File: config.mk
export PLATFORM = sky130hd
export DESIGN_NAME = iumt_span_unit
export DESIGN_NICKNAME = d
export VERILOG_FILES = /design/src/sv/iumt_pkg.sv /design/src/sv/iumt_span_unit.sv
export SDC_FILE = /design/constraint.sdc
export NUM_CORES = 1
export LEC_CHECK = 0
export BUFFER_PORTS_ARGS = -buffer_cell sky130_fd_sc_hd__buf_2
export CAP_MARGIN = 20
export CORE_AREA = 5 5 149 151
export DETAILED_ROUTE_END_ITERATION = 8
export DIE_AREA = 0 0 154 156
export PLACE_DENSITY = 0.76
export RECOVER_POWER = 25
export SYNTH_ARGS = -nofsm -noshare
export SYNTH_HDL_FRONTEND = slang
export SYNTH_SLANG_ARGS = --single-unit
File: constraint.sdc
create_clock -name vclk -period 10
set_input_delay 2.5 -clock vclk [all_inputs]
set_output_delay 2.5 -clock vclk [all_outputs]
set_load 0.03 [all_outputs]
File: src/sv/iumt_pkg.sv
// Package for the interval union membership table: operation and status codes,
// sequencer state type and the compare flags of the span unit. No dependencies.
`default_nettype none

package iumt_pkg;

  // Fixed field widths.
  localparam int OP_BITS     = 2;
  localparam int STATUS_BITS = 2;
  localparam int HIT_BITS    = 32;

  // Operation codes.
  localparam logic [OP_BITS-1:0] OP_ADD   = 2'd0;
  localparam logic [OP_BITS-1:0] OP_QUERY = 2'd1;
  localparam logic [OP_BITS-1:0] OP_CLEAR = 2'd2;

  // Status codes.
  localparam logic [STATUS_BITS-1:0] ST_OK    = 2'd0;
  localparam logic [STATUS_BITS-1:0] ST_FULL  = 2'd1;
  localparam logic [STATUS_BITS-1:0] ST_ORDER = 2'd2;

  // Sequencer states.
  typedef enum logic [3:0] {
    S_IDLE,
    S_DISPATCH,
    S_SCAN_RD,
    S_SCAN_EV,
    S_PLACE,
    S_UP_RD,
    S_UP_WR,
    S_DN_RD,
    S_DN_WR,
    S_WRITE,
    S_QRY_RD,
    S_QRY_EV,
    S_DONE
  } state_t;

  // Compare results of a stored entry [start, end] against the two keys.
  typedef struct packed {
    logic end_below_lo;    // entry end < low key
    logic hi_below_start;  // high key < entry start
    logic start_below_lo;  // entry start < low key
    logic hi_below_end;    // high key < entry end
  } cmp_flags_t;

endpackage

`default_nettype wire

File: src/sv/iumt_span_unit.sv
// Shared compare and span arithmetic unit of the interval table sequencer.
// Depends on iumt_pkg for the compare flag structure.
`default_nettype none

module iumt_span_unit #(
  parameter int ID_BITS = 48
) (
  input  logic [ID_BITS-1:0]   entry_start,
  input  logic [ID_BITS-1:0]   entry_end,
  input  logic [ID_BITS-1:0]   key_lo,
  input  logic [ID_BITS-1:0]   key_hi,
  input  logic                 add_span,
  input  logic [ID_BITS-1:0]   span_lo,
  input  logic [ID_BITS-1:0]   span_hi,
  input  logic [ID_BITS:0]     acc,
  output iumt_pkg::cmp_flags_t flags,
  output logic [ID_BITS:0]     sum
);
  import iumt_pkg::*;

  localparam int SUM_BITS = ID_BITS + 1;

  logic [SUM_BITS-1:0] opnd_p;
  logic [SUM_BITS-1:0] opnd_q;
  logic [SUM_BITS-1:0] carry_in;

  // Entry against key compares, used by both the add scan and the query search.
  assign flags.end_below_lo   = (entry_end < key_lo);
  assign flags.hi_below_start = (key_hi < entry_start);
  assign flags.start_below_lo = (entry_start < key_lo);
  assign flags.hi_below_end   = (key_hi < entry_end);

  // Adding a span gives acc + hi - lo + 1; removing one gives acc + lo - hi - 1.
  // Both are acc + p + ~q plus a small constant.
  assign opnd_p   = add_span ? SUM_BITS'(span_hi) : SUM_BITS'(span_lo);
  assign opnd_q   = add_span ? SUM_BITS'(span_lo) : SUM_BITS'(span_hi);
  assign carry_in = add_span ? SUM_BITS'(2) : '0;
  assign sum      = acc + opnd_p + ~opnd_q + carry_in;

endmodule

`default_nettype wire

==> flow_metrics.env <==
export IMPL_p_leak_nw=6.64
export IMPL_multiInputGateArea_mm2=0.00853
export IMPL_core_area_mm2=0.0207
export IMPL_synth_compound_area_share_pct=22.0
export IMPL_wl_um=30800
export IMPL_min_path_type="input port to output pin"
export IMPL_synth_most_common_cell="ha_1"
export IMPL_numPortBuffers=391
export IMPL_tightest_slew_ns=0.668
export IMPL_netlist_instances=1140
export IMPL_placed_area_mm2=0.0114
export IMPL_yosys_warnings=0
export IMPL_grt_max_degree=43
export IMPL_critical_path_required_ns=7.50
export IMPL_maxSlewViolCount=0
export IMPL_nets=2132
export IMPL_hpwl_um=28300
export IMPL_start_util_pct=44.6
export IMPL_cts_hold_buffers_added=0
export IMPL_setup_viol=0
export IMPL_nFillCells=1972
export IMPL_finalInstanceArea_mm2=0.0114
export IMPL_placementRows=53
export IMPL_critPathKind="input port to output pin"
export IMPL_die_area_mm2=0.0240
export IMPL_fin_util_pct=55.3
export IMPL_ys_top_cells_by_count="ha_1 (235), inv_1 (155), a21o_1 (100)"
export IMPL_remaining_drc_errors=0
export IMPL_power_total_mw=1.36
export IMPL_max_freq_mhz=105
export IMPL_peakVddDrop_uv=149
export IMPL_synth_xor_area_share_pct=4.37
export IMPL_synthAdderAreaFrac_pct=42.5
export IMPL_yosys_area_share_simple_pct=12.5
export IMPL_vias_per_cell=5.49
export IMPL_netlist_area_mm2=0.00922
export IMPL_grt_pass1_vias=9880
export IMPL_ioPinCount=391
export IMPL_die_h_um=156
export IMPL_layout_drive_gt1_share_pct=29.4
export IMPL_wl_per_cell_um=17.2
export IMPL_min_period_over_period_pct=95.5
export IMPL_cp_max_fo=27
export IMPL_netlist_area_leader_share_pct=31.9
export IMPL_post_cts_buffers=0
export IMPL_dr_pass1_iters=5
export IMPL_start_kind="input port"
export IMPL_synth_area_top_cells="ha_1 (32%), fa_1 (11%), a21o_1 (8.1%), inv_1 (6.3%), mux2_2 (5.9%)"
export IMPL_grt_use_total_pct=23.6
export IMPL_synth_nets=1762
export IMPL_finalHoldViolations=0
export IMPL_regArea_um2=0
export IMPL_slew_limit_headroom_pct=55.1
export IMPL_ant_nets=0
export IMPL_outcome="complete, no violations"
export IMPL_drtIter0Drc=373
export IMPL_synth_area_per_cell_um2=8.09
export IMPL_dr_total_vias=9815
export IMPL_gp_congestion=0.942
export IMPL_ys_types=57
export IMPL_cp_end_kind="output pin"
export IMPL_dp_cells=1783
export IMPL_p_per_area_mw_per_mm2=119
export IMPL_seq_cell_count=0
export IMPL_die_w_um=154
export IMPL_final_min_clock_period_ns=9.55
export IMPL_synth_top_family_by_area="adder cells"
export IMPL_num_clock_buffers=0
export IMPL_yosys_area_top_type="ha_1"
export IMPL_cts_resized=0
export IMPL_final_cells=1787
export IMPL_maxCapViolCount=0
export IMPL_rsz0062_at_grt="no"
export IMPL_muxShareOfSynthArea_pct=11.1
export IMPL_ys_seq_area_share_pct=0
export IMPL_grt_pass1_wl_um=47500
export IMPL_overflow=0
export IMPL_cp_data_arrival_time_ns=7.05
export IMPL_fin_tns_setup_ns=0
export IMPL_area_delta_synth_final_pct=24.0
export IMPL_antenna_found_initial=7
cell type report:
| type | instances | share of cell area [%] |
|---|---|---|
| antenna | 4 | 0.0875 |
| inverter | 155 | 5.09 |
| tap | 275 | 3.01 |
| multi-input combinational | 959 | 74.6 |
| timing repair buffer | 394 | 17.2 |
worst max-delay path, stage by stage:
cell	delay, ns
buf_4	0.35
buf_4	0.35
mux2_2	0.38
fa_1	0.50
ha_1	0.39
nand3_1	0.14
a21oi_1	0.24
o31a_1	0.17
nor2_1	0.08
o311ai_1	0.48
a41oi_1	0.38
nor2_1	0.18
nor2_1	0.09
o41ai_1	0.42
xnor2_1	0.16
buf_2	0.21
through the flow:
stage,hold slack (ns),setup slack [ns]
finish,5.43,0.453
global route,5.49,0.0902
CTS,5.43,0.529
detailed placement,5.43,0.546
global placement,5.44,0.618
floorplan,5.24,0.758
where the power goes:
group | total [mW] | switching, mW | leakage [nW] | internal [mW]
logic | 1.36 | 0.867 | 6.64 | 0.488
clock network | 0.0000000536 | 0 | 0.0000254 | 0.0000000535
registers | 0 | 0 | 0 | 0
total | 1.36 | 0.867 | 6.64 | 0.488
cells in the final DEF (no fill, tap or decap), drive strengths merged, types with 27 or more instances in the layout:
master,Yosys,final
inv,155,155
a21oi,97,97
a21o,100,100
nand2,39,39
nor2,50,50
nand4,51,51
fa,49,49
mux2,49,49
o21ai,58,58
ha,235,235
xnor2,27,27
mux2i,47,47
buf,7,383
layer usage:
metal	vias to the layer above	routed length [µm]	share of wire, %	track usage (%)
met1	4494	11900	39	27.4
met5	-	34	0.11	0
li1	4878	-	-	-
met4	6	857	2.8	5.97
met2	379	15800	51	45.0
met3	58	2160	7.0	3.44
cell families after synthesis:
group,count (synthesis)
multiplexers,96
AND/OR/NAND/NOR,221
adder cells (fa/ha/maj),284
buffers and inverters,181
XOR/XNOR,46
AO/OA/AOI/OAI,312
worst paths after layout:
check	from	end	slack [ns]	cells after the start
worst max-delay path	add_span	sum[48]	0.45	16
worst min-delay path	acc[48]	sum[48]	5.43	4
No activity file was read; power rests on OpenSTA's default activity.
